**src/tbsu_pkg.sv**
```systemverilog
// Package for the TOML basic string unescape block.
// Holds the result status codes, the queue entry type and the shared constants.
// No dependencies.
`timescale 1ns / 1ps

package tbsu_pkg;

    // Default depth of the queue between the front and back parts.
    localparam int TBSU_QDEPTH = 4;

    // Highest code point that may be emitted.
    localparam logic [20:0] TBSU_CP_MAX = 21'h10FFFF;

    // Status codes carried with every result beat.
    typedef enum logic [2:0] {
        ST_BYTE     = 3'd0,
        ST_CLOSED   = 3'd1,
        ST_NEWLINE  = 3'd2,
        ST_BADESC   = 3'd3,
        ST_BADUNI   = 3'd4,
        ST_UNCLOSED = 3'd5
    } t_status;

    // What the back part has to do with one queue entry.
    typedef enum logic [1:0] {
        JOB_BYTE   = 2'd0,
        JOB_STATUS = 2'd1,
        JOB_CP     = 2'd2
    } t_job_op;

    // One queue entry: a plain byte, a status, or a code point to encode.
    typedef struct packed {
        t_job_op     op;
        t_status     status;
        logic [20:0] data;
    } t_job;

    // Fill flags of the queue.
    typedef struct packed {
        logic full;
        logic empty;
    } t_q_flags;

endpackage

```
**src/tbsu_in_if.sv**
```systemverilog
// Input channel of the TOML basic string unescape block.
// Carries one string byte or an end of input marker per beat. No dependencies.
`timescale 1ns / 1ps

interface tbsu_in_if;
    logic       valid;
    logic       ready;
    logic       kind;
    logic [7:0] in_byte;

    modport source (output valid, output kind, output in_byte, input ready);
    modport sink   (input valid, input kind, input in_byte, output ready);
endinterface

```
**src/tbsu_out_if.sv**
```systemverilog
// Output channel of the TOML basic string unescape block.
// Carries one decoded byte or status per beat. No dependencies.
`timescale 1ns / 1ps

interface tbsu_out_if;
    logic       valid;
    logic       ready;
    logic [7:0] out_byte;
    logic [2:0] status;
    logic       run_last;

    modport source (output valid, output out_byte, output status, output run_last,
                    input ready);
    modport sink   (input valid, input out_byte, input status, input run_last,
                    output ready);
endinterface

```
**src/tbsu_front.sv**
```systemverilog
// Front part: accepts input beats, tracks escape state and collects hex digits.
// Pushes one job per item that causes results. Depends on tbsu_pkg, tbsu_in_if.
`timescale 1ns / 1ps

module tbsu_front (
    input  logic          i_clk,
    input  logic          i_rst_n,
    tbsu_in_if.sink       i_in,
    input  logic          i_q_full,
    output logic          o_push,
    output tbsu_pkg::t_job o_job
);
    import tbsu_pkg::*;

    localparam logic [7:0] CH_QUOTE = 8'h22;
    localparam logic [7:0] CH_BSLASH = 8'h5C;
    localparam logic [7:0] CH_LF = 8'h0A;
    localparam logic [7:0] CH_CR = 8'h0D;
    localparam logic [4:0] HEX_BAD = 5'd16;

    logic        r_esc;
    logic [3:0]  r_hex_left;
    logic [31:0] r_acc;
    logic        n_esc;
    logic [3:0]  n_hex_left;
    logic [31:0] n_acc;

    logic        accept;
    logic [4:0]  digit;
    logic [31:0] acc_shift;
    logic [3:0]  left_dec;
    logic        cp_reject;

    // Digit value of a hex character, or HEX_BAD if it is not one.
    function automatic logic [4:0] hex_value(input logic [7:0] c);
        case (c) inside
            [8'h30:8'h39]: return {1'b0, c[3:0]};
            [8'h41:8'h46],
            [8'h61:8'h66]: return {1'b0, c[3:0] + 4'd9};
            default:       return HEX_BAD;
        endcase
    endfunction

    assign i_in.ready = !i_q_full;
    assign accept     = i_in.valid && !i_q_full;

    // Next accumulator value and the checks on the finished code point.
    assign digit     = hex_value(i_in.in_byte);
    assign acc_shift = {r_acc[27:0], digit[3:0]};
    assign left_dec  = r_hex_left - 4'd1;
    assign cp_reject = (|acc_shift[31:21]) || (acc_shift[20:0] > TBSU_CP_MAX) ||
                       ((acc_shift[20:7] == '0) &&
                        (((acc_shift[6:0] <= 7'h1F) && (acc_shift[6:0] != 7'h09)) ||
                         (acc_shift[6:0] == 7'h7F)));

    // Classification of the accepted beat.
    always_comb begin
        n_esc      = r_esc;
        n_hex_left = r_hex_left;
        n_acc      = r_acc;
        o_push     = 1'b0;
        o_job      = '{op: JOB_STATUS, status: ST_UNCLOSED, data: '0};
        if (accept) begin
            if (i_in.kind) begin
                o_push     = 1'b1;
                o_job      = '{op: JOB_STATUS,
                               status: (r_hex_left != '0) ? ST_BADUNI : ST_UNCLOSED,
                               data: '0};
                n_esc      = 1'b0;
                n_hex_left = '0;
                n_acc      = '0;
            end else if (r_hex_left != '0) begin
                if (digit == HEX_BAD) begin
                    o_push     = 1'b1;
                    o_job      = '{op: JOB_STATUS, status: ST_BADUNI, data: '0};
                    n_esc      = 1'b0;
                    n_hex_left = '0;
                    n_acc      = '0;
                end else if (left_dec != '0) begin
                    n_acc      = acc_shift;
                    n_hex_left = left_dec;
                end else begin
                    o_push     = 1'b1;
                    if (cp_reject) begin
                        o_job = '{op: JOB_STATUS, status: ST_BADUNI, data: '0};
                    end else begin
                        o_job = '{op: JOB_CP, status: ST_BYTE, data: acc_shift[20:0]};
                    end
                    n_esc      = 1'b0;
                    n_hex_left = '0;
                    n_acc      = '0;
                end
            end else if (r_esc) begin
                n_esc  = 1'b0;
                o_push = 1'b1;
                case (i_in.in_byte)
                    8'h6E:     o_job = '{op: JOB_BYTE, status: ST_BYTE, data: 21'h0A};
                    8'h72:     o_job = '{op: JOB_BYTE, status: ST_BYTE, data: 21'h0D};
                    8'h74:     o_job = '{op: JOB_BYTE, status: ST_BYTE, data: 21'h09};
                    8'h62:     o_job = '{op: JOB_BYTE, status: ST_BYTE, data: 21'h08};
                    8'h66:     o_job = '{op: JOB_BYTE, status: ST_BYTE, data: 21'h0C};
                    CH_BSLASH: o_job = '{op: JOB_BYTE, status: ST_BYTE, data: 21'h5C};
                    CH_QUOTE:  o_job = '{op: JOB_BYTE, status: ST_BYTE, data: 21'h22};
                    8'h75: begin
                        o_push     = 1'b0;
                        n_hex_left = 4'd4;
                        n_acc      = '0;
                    end
                    8'h55: begin
                        o_push     = 1'b0;
                        n_hex_left = 4'd8;
                        n_acc      = '0;
                    end
                    default: begin
                        o_job      = '{op: JOB_STATUS, status: ST_BADESC, data: '0};
                        n_hex_left = '0;
                        n_acc      = '0;
                    end
                endcase
            end else begin
                o_push = 1'b1;
                case (i_in.in_byte)
                    CH_QUOTE: begin
                        o_job = '{op: JOB_STATUS, status: ST_CLOSED, data: '0};
                        n_acc = '0;
                    end
                    CH_BSLASH: begin
                        o_push = 1'b0;
                        n_esc  = 1'b1;
                    end
                    CH_LF, CH_CR: begin
                        o_job = '{op: JOB_STATUS, status: ST_NEWLINE, data: '0};
                        n_acc = '0;
                    end
                    default: begin
                        o_job = '{op: JOB_BYTE, status: ST_BYTE,
                                  data: {13'd0, i_in.in_byte}};
                    end
                endcase
            end
        end
    end

    // Escape and hex collection state.
    always_ff @(posedge i_clk) begin
        if (!i_rst_n) begin
            r_esc      <= 1'b0;
            r_hex_left <= '0;
            r_acc      <= '0;
        end else begin
            r_esc      <= n_esc;
            r_hex_left <= n_hex_left;
            r_acc      <= n_acc;
        end
    end

endmodule

```
**src/tbsu_fifo.sv**
```systemverilog
// Short queue of jobs between the front and back parts.
// Register array with read and write pointers. Depends on tbsu_pkg.
`timescale 1ns / 1ps

module tbsu_fifo #(
    parameter int DEPTH = tbsu_pkg::TBSU_QDEPTH   // two or more entries
) (
    input  logic               i_clk,
    input  logic               i_rst_n,
    input  logic               i_push,
    input  tbsu_pkg::t_job     i_job,
    input  logic               i_pop,
    output tbsu_pkg::t_job     o_head,
    output tbsu_pkg::t_q_flags o_flags
);
    import tbsu_pkg::*;

    localparam int AW = (DEPTH > 1) ? $clog2(DEPTH) : 1;
    localparam int CW = $clog2(DEPTH + 1);

    t_job          r_mem [DEPTH];
    logic [AW-1:0] r_wr;
    logic [AW-1:0] r_rd;
    logic [CW-1:0] r_cnt;
    logic          push_ok;
    logic          pop_ok;

    assign o_flags.full  = (r_cnt == CW'(DEPTH));
    assign o_flags.empty = (r_cnt == '0);
    assign push_ok       = i_push && !o_flags.full;
    assign pop_ok        = i_pop && !o_flags.empty;
    assign o_head        = r_mem[r_rd];

    // Entry storage.
    always_ff @(posedge i_clk) begin
        if (push_ok) begin
            r_mem[r_wr] <= i_job;
        end
    end

    // Pointers and fill count.
    always_ff @(posedge i_clk) begin
        if (!i_rst_n) begin
            r_wr  <= '0;
            r_rd  <= '0;
            r_cnt <= '0;
        end else begin
            if (push_ok) begin
                r_wr <= (r_wr == AW'(DEPTH - 1)) ? '0 : r_wr + 1'b1;
            end
            if (pop_ok) begin
                r_rd <= (r_rd == AW'(DEPTH - 1)) ? '0 : r_rd + 1'b1;
            end
            if (push_ok && !pop_ok) begin
                r_cnt <= r_cnt + 1'b1;
            end else if (pop_ok && !push_ok) begin
                r_cnt <= r_cnt - 1'b1;
            end
        end
    end

endmodule

```
**src/tbsu_back.sv**
```systemverilog
// Back part: turns queued jobs into result beats, one byte per beat.
// Encodes code points as UTF-8. Depends on tbsu_pkg, tbsu_out_if.
`timescale 1ns / 1ps

module tbsu_back (
    input  logic               i_clk,
    input  logic               i_rst_n,
    input  tbsu_pkg::t_job     i_job,
    input  tbsu_pkg::t_q_flags i_flags,
    output logic               o_pop,
    tbsu_out_if.source         o_out
);
    import tbsu_pkg::*;

    logic       r_valid;
    logic [7:0] r_byte;
    t_status    r_status;
    logic       r_last;
    logic [1:0] r_idx;

    logic       slot_free;
    logic       load;
    logic [1:0] last_idx;
    logic [7:0] cur_byte;

    // Index of the final UTF-8 byte for a code point.
    function automatic logic [1:0] cp_last(input logic [20:0] cp);
        if (cp <= 21'h7F) begin
            return 2'd0;
        end else if (cp <= 21'h7FF) begin
            return 2'd1;
        end else if (cp <= 21'hFFFF) begin
            return 2'd2;
        end
        return 2'd3;
    endfunction

    // One byte of the UTF-8 form, given the final index and the byte index.
    function automatic logic [7:0] utf8_byte(input logic [20:0] cp, input logic [1:0] last,
                                             input logic [1:0] k);
        logic [7:0] b;
        b = {2'b10, cp[5:0]};
        case (last)
            2'd0: b = cp[7:0];
            2'd1: b = (k == 2'd0) ? {3'b110, cp[10:6]} : {2'b10, cp[5:0]};
            2'd2: begin
                case (k)
                    2'd0:    b = {4'b1110, cp[15:12]};
                    2'd1:    b = {2'b10, cp[11:6]};
                    default: b = {2'b10, cp[5:0]};
                endcase
            end
            default: begin
                case (k)
                    2'd0:    b = {5'b11110, cp[20:18]};
                    2'd1:    b = {2'b10, cp[17:12]};
                    2'd2:    b = {2'b10, cp[11:6]};
                    default: b = {2'b10, cp[5:0]};
                endcase
            end
        endcase
        return b;
    endfunction

    // Shape of the job at the head of the queue.
    always_comb begin
        case (i_job.op)
            JOB_CP: begin
                last_idx = cp_last(i_job.data);
                cur_byte = utf8_byte(i_job.data, last_idx, r_idx);
            end
            JOB_BYTE: begin
                last_idx = 2'd0;
                cur_byte = i_job.data[7:0];
            end
            default: begin
                last_idx = 2'd0;
                cur_byte = 8'd0;
            end
        endcase
    end

    assign slot_free = !r_valid || o_out.ready;
    assign load      = slot_free && !i_flags.empty;
    assign o_pop     = load && (r_idx == last_idx);

    // Output register control and byte index within the current job.
    always_ff @(posedge i_clk) begin
        if (!i_rst_n) begin
            r_valid <= 1'b0;
            r_idx   <= '0;
        end else if (slot_free) begin
            r_valid <= !i_flags.empty;
            if (load) begin
                r_idx <= (r_idx == last_idx) ? 2'd0 : r_idx + 2'd1;
            end
        end
    end

    // Output beat payload.
    always_ff @(posedge i_clk) begin
        if (load) begin
            r_byte   <= cur_byte;
            r_status <= i_job.status;
            r_last   <= (r_idx == last_idx);
        end
    end

    assign o_out.valid    = r_valid;
    assign o_out.out_byte = r_byte;
    assign o_out.status   = r_status;
    assign o_out.run_last = r_last;

endmodule

```
**src/toml_basic_string_unescape_top.sv**
```systemverilog
// An accepted input beat's job is queued at the accepting edge, then moves into the
// output register once that register is free. Input beats are taken one per cycle
// while the queue is not full; output beats leave one per cycle while the sink is
// ready, from a single output register, so a four-byte code point occupies it for
// four beats. The job queue (QDEPTH entries) absorbs that burst while input continues.
// Reset is synchronous and active low; it clears the escape state, the queue
// pointers and the output valid. The block accepts input in the first cycle after.
`timescale 1ns / 1ps

module toml_basic_string_unescape_top #(
    parameter int QDEPTH = tbsu_pkg::TBSU_QDEPTH   // two or more entries
) (
    input  logic       i_clk,
    input  logic       i_rst_n,
    tbsu_in_if.sink    i_in,
    tbsu_out_if.source o_out
);
    import tbsu_pkg::*;

    logic     push;
    t_job     push_job;
    logic     pop;
    t_job     head_job;
    t_q_flags q_flags;

    // Classification of input beats.
    tbsu_front u_front (
        .i_clk    (i_clk),
        .i_rst_n  (i_rst_n),
        .i_in     (i_in),
        .i_q_full (q_flags.full),
        .o_push   (push),
        .o_job    (push_job)
    );

    // Job queue.
    tbsu_fifo #(
        .DEPTH (QDEPTH)
    ) u_fifo (
        .i_clk   (i_clk),
        .i_rst_n (i_rst_n),
        .i_push  (push),
        .i_job   (push_job),
        .i_pop   (pop),
        .o_head  (head_job),
        .o_flags (q_flags)
    );

    // Result generation.
    tbsu_back u_back (
        .i_clk   (i_clk),
        .i_rst_n (i_rst_n),
        .i_job   (head_job),
        .i_flags (q_flags),
        .o_pop   (pop),
        .o_out   (o_out)
    );

endmodule

```
**src/flat_wrapper.sv**
```systemverilog
// flat-port wrapper written by rule: the top's interface ports become plain ports
module toml_basic_string_unescape_top_flat import tbsu_pkg::*;
#(
    parameter int QDEPTH = tbsu_pkg::TBSU_QDEPTH                         
)
  (i_clk, i_rst_n, i_in_valid, i_in_kind, i_in_in_byte, i_in_ready, o_out_valid, o_out_out_byte, o_out_status, o_out_run_last, o_out_ready);
  tbsu_in_if i_in_i ();
  tbsu_out_if o_out_i ();
  input  logic i_clk;
  input  logic i_rst_n;
  input wire logic [$bits(i_in_i.valid)-1:0] i_in_valid;
  input wire logic [$bits(i_in_i.kind)-1:0] i_in_kind;
  input wire logic [$bits(i_in_i.in_byte)-1:0] i_in_in_byte;
  output wire logic [$bits(i_in_i.ready)-1:0] i_in_ready;
  output wire logic [$bits(o_out_i.valid)-1:0] o_out_valid;
  output wire logic [$bits(o_out_i.out_byte)-1:0] o_out_out_byte;
  output wire logic [$bits(o_out_i.status)-1:0] o_out_status;
  output wire logic [$bits(o_out_i.run_last)-1:0] o_out_run_last;
  input wire logic [$bits(o_out_i.ready)-1:0] o_out_ready;
  assign i_in_i.valid = i_in_valid;
  assign i_in_i.kind = i_in_kind;
  assign i_in_i.in_byte = i_in_in_byte;
  assign i_in_ready = i_in_i.ready;
  assign o_out_valid = o_out_i.valid;
  assign o_out_out_byte = o_out_i.out_byte;
  assign o_out_status = o_out_i.status;
  assign o_out_run_last = o_out_i.run_last;
  assign o_out_i.ready = o_out_ready;
  toml_basic_string_unescape_top #(.QDEPTH(QDEPTH)) u_core (.i_clk(i_clk), .i_rst_n(i_rst_n), .i_in(i_in_i), .o_out(o_out_i));
endmodule
```
**config.mk**
```make
export PLATFORM = sky130hd
export DESIGN_NAME = toml_basic_string_unescape_top_flat
export DESIGN_NICKNAME = d
export VERILOG_FILES = /design/src/tbsu_pkg.sv /design/src/tbsu_in_if.sv /design/src/tbsu_out_if.sv /design/src/tbsu_front.sv /design/src/tbsu_fifo.sv /design/src/tbsu_back.sv /design/src/toml_basic_string_unescape_top.sv /design/src/flat_wrapper.sv
export SDC_FILE = /design/constraint.sdc
export NUM_CORES = 1
export LEC_CHECK = 0
export ABC_AREA = 1
export BUFFER_PORTS_ARGS = -buffer_cell sky130_fd_sc_hd__buf_2
export CAP_MARGIN = 20
export CORE_ASPECT_RATIO = 1.5
export CORE_MARGIN = 1
export CORE_UTILIZATION = 50
export DETAILED_ROUTE_END_ITERATION = 6
export HOLD_SLACK_MARGIN = 0.02
export PLACE_DENSITY = 0.66
export SYNTH_ARGS = -nofsm -noshare
export SYNTH_HDL_FRONTEND = slang
export SYNTH_SLANG_ARGS = --single-unit
```
**constraint.sdc**
```tcl
create_clock -name i_clk -period 3.7 [get_ports i_clk]
set_input_delay 0.74 -clock i_clk [delete_from_list [all_inputs] [get_ports i_clk]]
set_output_delay 0.74 -clock i_clk [all_outputs]
set_load 0.02 [all_outputs]
```
# ---- Yosys cells after proc, flatten, opt, wreduce, memory -nomap -nowiden
# Memories as Yosys holds them, arrays and structs flattened. A register that Yosys moved wholly into a read port is not among the register bits.
# Index checks and enable logic that the tools add are counted.
dict set report classes {
  n_addsub 7
  magnitude_cmp 11
  n_eq_ne 26
  n_mux 63
  n_reduce_logical 41
}
# op count
set op_table {}
lappend op_table {{$pmux 25 s8} 1}
lappend op_table {{$mux 28} 7}
lappend op_table {{$mux 26} 7}
lappend op_table {{$pmux 25 s3} 1}
lappend op_table {{$eq 8x7->1 const B} 8}
lappend op_table {{$pmux 8 s3} 1}
lappend op_table {{$mux 2} 11}
lappend op_table {{$gt 21x21->1 const B} 1}
lappend op_table {{$le 21x11->1 const B} 1}
lappend op_table {{$le 21x16->1 const B} 1}
lappend op_table {{$le 21x7->1 const B} 1}
lappend op_table {{$mux 1} 21}
lappend op_table {{$pmux 7 s3} 1}
lappend op_table {{$mux 4} 5}
lappend op_table {{$eq 8x4->1 const B} 2}
lappend op_table {{$ge 8x7->1 const B} 2}
lappend op_table {{$le 8x7->1 const B} 2}
lappend op_table {{$pmux 8 s2} 1}
lappend op_table {{$logic_not 14->1} 1}
lappend op_table {{$pmux 7 s2} 1}
lappend op_table {{$logic_and 1x1->1} 12}
lappend op_table {{$pmux 4 s3} 1}
lappend op_table {{$reduce_bool 4->1} 3}
lappend op_table {{$reduce_or 11->1} 1}
lappend op_table {{33 further kinds} 55}
dict set report totals {
  regBits 55
  mem_bits_rw 104
  input_bits 13
  output_inout_bits 14
  elab_cells 160
  n_memories 1
}
# memory depth width rd rd_ports_with_merged_regs write_ports line
set memory_table {}
lappend memory_table {u_core.u_fifo.r_mem 4 26 1 1 1 tbsu_fifo.sv:21} ;# t_job r_mem [DEPTH];

# ---- Depth between registers and ports, before layout
dict set report logic_depth {
  depth_word 16
  depth_mapped 21
  depth_no_buf 20
}

# ---- Modules after synthesis
# Synthesis repeated with hierarchy kept, for this count alone.
dict set report hier_totals {
  cells_unflattened 880
  area_unflattened_um2 8046.5
}
# module n_inst cells_per_inst area_per_inst_um2 seq_area_each_um2
set modules_own_cells {}
lappend modules_own_cells {tbsu_fifo 1 323 4345.4 3303.2}
lappend modules_own_cells {tbsu_front 1 371 2366.0 660.6}
lappend modules_own_cells {tbsu_back 1 186 1335.0 420.4}

# ---- Worst setup path before layout
# Ideal clock, no wire load.
dict set report synth_timing {
  path_kind {input -> register}
  start {input i_in_in_byte[0]}
  end {memory u_core.u_fifo.r_mem[0][0] (netlist name) (enable)}
  setup_ps 409
  arrival_time_ps 3035
  required_time_ps 3291
  path_slack_ps 256
  cell_stages 13
  n_path_buf 0
  path_cell_list {inv_1 -> ha_1 -> nor2_1 -> nand2_1 -> nand3_2 -> o21ai_2 -> inv_2 -> nor3_4 -> nand2_4 -> nand2_2 -> inv_2 -> o21ai_2 -> nor2_1}
}
dict set report synth_between {
  elab_chain_cells 13
  word_cells_on_any_way 28
  cone_classes {1 x add/sub; 6 x order compare; 4 x eq/ne; 11 x mux; 6 x reduce/logical}
}
# element line
set synth_lines {}
lappend synth_lines {{from (decl)} flat_wrapper.sv:13} ;# input wire logic [$bits(i_in_i.in_byte)-1:0] i_in_in_byte;
lappend synth_lines {{$ge 8x7->1 (implied by the code) / $le 8x7->1 (equally long branches)} tbsu_front.sv:48} ;# assign digit = hex_value(i_in.in_byte);
lappend synth_lines {{$logic_and 1x1->1 (implied by the code)} tbsu_front.sv:48}
lappend synth_lines {{$reduce_or 2->1} tbsu_front.sv:36} ;# case (c) inside
lappend synth_lines {{$mux 5 (2 in series)} tbsu_front.sv:36}
lappend synth_lines {{$eq 5x5->1} tbsu_front.sv:73} ;# if (digit == HEX_BAD) begin
lappend synth_lines {{$mux 1} tbsu_front.sv:73}
lappend synth_lines {{$mux 1 (*)} tbsu_front.sv:72} ;# end else if (r_hex_left != '0) begin
lappend synth_lines {{$mux 1 (*)} tbsu_front.sv:64} ;# if (i_in.kind) begin
lappend synth_lines {{$mux 1 (*)} tbsu_front.sv:63} ;# if (accept) begin
lappend synth_lines {{$logic_and 1x1->1 (*)} tbsu_fifo.sv:30} ;# assign push_ok = i_push && !o_flags.full;
lappend synth_lines {{$mux 1 (*)} tbsu_fifo.sv:36} ;# if (push_ok) begin
lappend synth_lines {{$mux 1 (implied by the code) (*)} tbsu_fifo.sv:37} ;# r_mem[r_wr] <= i_job;
lappend synth_lines {{to (decl)} tbsu_fifo.sv:21}
# Mark *: on every way between the ends. The rest lies on a longest branch, timed or not.

==> reports/summary.txt <==
largest family of logic cells by synthesized area: simple AND/OR/NAND/NOR gates
largest net degree at the start of global routing: 53
Primary FF master, synth: edfxtp_1
Slew headroom: 61.6%
Hold WS: 463 ps
Synth Area in Simple Gates: 22.2%
drt first-iter violations: 313
Core Util, Final: 57.4%
final period utilization: 83.0%
Worst VDD drop: 0.394 mV
crit path DAT: 3380 ps
CP endpoint kind: register
vias in the first global route: 5797
Fillers: 1405
Clock Skew: 10.6 ps
Async SR Flop Fraction: 0%
# resized after CTS: 0
Layout area overhead: 12.2%
status: finished clean
RSZ-0062 raised after global routing: false
Mapped Cells: 871
Clk pin slew, worst setup/hold paths: 70 ps
Die ar.: 16600 µm²
Pleak: 3.62 nW
Total Routed Length: 18.0 mm
share of post-route cells with drive strength above 1: 14.1%
Final Hold Viols: 0
CTS Buf Count: 17
Slew @ Worst Pin: 575 ps
nets: 932
count of cell types in the netlist: 49
gr ovfl total: 0
setup bufs post-CTS: 0
die height: 157 µm
GRT Total Usage: 23.0%
adder-cell share of the synthesized area: 2.90%
Compound-Gate Fraction of Synth Area: 12.4%
Hold WC Path Type: reg -> reg
post-synthesis sequential area ratio: 54.6%
setup TNS: 0 ps
via count: 6119
Synth Warn #: 0
die extent in x: 106 µm
TritonCTS clock tree: yes
FF+latch count, synth: 161
clock tree buffer depth: 2
first-pass GRT wire length: 29.2 mm
initial core utilization: 51.2%
DR pass1 iterations: 5
total power: 6.31 mW
CP Max Fanout: 52
gpl congestion: 0.951
Diodes inserted: 0
Pwr per Cell Area: 700 nW/µm²
WL/cell: 16.1 µm
FP Rows: 56
crit path launch type: register
cts hold-fix bufs: 0
Vias/cell: 5.48
EDFF count, synth: 116
post-synthesis mux area share: 0%
# DRC: 0
clk_lat worst skew: 430 ps
# clock sinks: 161
root buf cell: clkbuf_16
HPWL after DPL: 12.6 mm
core box area: 15700 µm²
H-tree depth: 4
Peak Freq: 326 MHz
WP data required: 4010 ps
Period minus WS final: 3070 ps
post-route ant nets: 0
Pins Over Slew Limit: 0
MaxCap Viol Count: 0
Mapped Area: 8030 µm²
critical path class: reg -> reg
initial antenna violation count: 0
count of input and output buffers: 26
I/O pins: 27
syn_nets: 902
Avg Inst Size Synth: 9.22 µm²
final setup vio count: 0
Post-Synth XOR/XNOR Area: 0.327%
==> through the flow <==
| step | instance area, µm² | worst slack [ps] | instances |
|---|---|---|---|
| after detailed placement | 8410 | 208 | 1085 |
| after CTS | 9010 | 623 | 1117 |
| after global placement | 8410 | 310 | 1085 |
| after floorplan | 8030 | 256 | 871 |
| after global routing | 9010 | 336 | 1117 |
| final | 9010 | 630 | 1117 |
==> cell type report <==
type                            count  area (µm²)  area share [%]
Sequential cell                   161        4390            48.6
Multi-Input combinational cell    578        3060            33.9
Clock buffer                       17         425            4.72
Inverter                          100         392            4.34
Timing Repair Buffer               43         320            3.55
Tap cell                          203         254            2.82
Clock inverter                     15         183            2.03
==> cell usage after synthesis (3+ instances only) <==
library cell    n  share of area, %
nand2_1       171               8.0
edfxtp_1      116                43
inv_1          88               4.1
nor2_1         85               4.0
nand3_1        75               4.7
a21oi_1        60               3.7
o21ai_0        56               3.5
dfxtp_1        45                11
ha_1           17               2.6
o22ai_1        16               1.2
nand2_2        15               1.2
a211oi_1       11               1.0
clkbuf_1       10              0.47
o211ai_1       10              0.93
buf_6           9               1.3
nand4_1         9              0.70
buf_2           7              0.44
inv_2           7              0.33
buf_4           6              0.56
nand3_2         6              0.75
o21ai_1         6              0.37
nor3_1          4              0.25
nand2_4         3              0.42
nor2_4          3              0.42
nor4_1          3              0.23
o2111ai_1       3              0.33
o21ai_2         3              0.33
==> worst paths after layout <==
kind	from	to	slack [ps]	cells after the start
setup / recovery	register	u_core.u_fifo.r_cnt[2]	630	18
hold / removal	u_core.u_front.r_acc[27]	u_core.u_front.r_acc[27]	460	2
setup reg to reg	register	u_core.u_fifo.r_cnt[2]	630	18
hold reg to reg	u_core.u_front.r_acc[27]	u_core.u_front.r_acc[27]	460	2
==> layer usage <==
| layer | global-route usage, % | vias up | routed length [µm] |
|---|---|---|---|
| met5 | 0 | - | 0 |
| met4 | 9.13 | 0 | 502 |
| met3 | 4.18 | 34 | 650 |
| met2 | 42.6 | 143 | 9770 |
| met1 | 26.1 | 2885 | 7110 |
| li1 | - | 3057 | - |
==> where the power goes <==
part	internal, mW	leakage (nW)	switching [mW]
clock network	0.975	0.300	0.805
registers	2.26	1.57	0.105
logic	0.664	1.75	1.51
==> state kept, by name, indices dropped and copies added, names as in the netlist, 2 cells and up, named ones only <==
| signal | count |
|---|---|
| u_core.u_back.o_out.status | 3 |
| u_core.u_front.r_acc | 28 |
| u_core.u_fifo.r_rd | 2 |
| u_core.u_fifo.r_cnt | 3 |
| u_core.u_back.r_idx | 2 |
| u_core.u_front.r_hex_left | 4 |
| u_core.u_fifo.r_wr | 2 |
| u_core.u_back.o_out.out_byte | 8 |
| u_core.u_fifo.r_mem | 104 |
==> worst max-delay path, stage by stage (launching register included) <==
cell      delay [ps]
dfxtp_2          350
inv_6            300
nand2_1          100
nand3_1           80
nand2_1          140
nand2_2          160
nor2_8            50
nand2_4          120
clkinv_4         110
nand2_2          110
nand3_2          100
nand4_4          160
ha_1             160
inv_1             70
fa_1             440
a21oi_1          140
o21ai_0          110
o21ai_0          180
a21oi_1           60
==> logic make-up after synthesis <==
| kind of cell | Yosys count |
|---|---|
| AOI/OAI and AO/OA | 174 |
| xor gates and xnor gates | 3 |
| adders and majority gates | 18 |
| buffers and inverters | 132 |
| DFF | 161 |
| and+or+nand+nor | 383 |
==> cell usage in the layout (no fill, tap or decap), drive strengths merged, types with 5 or more instances in the layout <==
master	synthesis	routed
nand2	189	189
edfxtp	116	116
inv	97	107
nor2	90	90
nand3	81	81
o21ai	65	65
a21oi	60	60
dfxtp	45	45
buf	22	43
ha	17	17
clkbuf	10	17
o22ai	16	16
nand4	12	12
a211oi	11	11
o211ai	10	10
clkinv	3	7
nor3	5	5
Power figures use the tool's default switching activity.
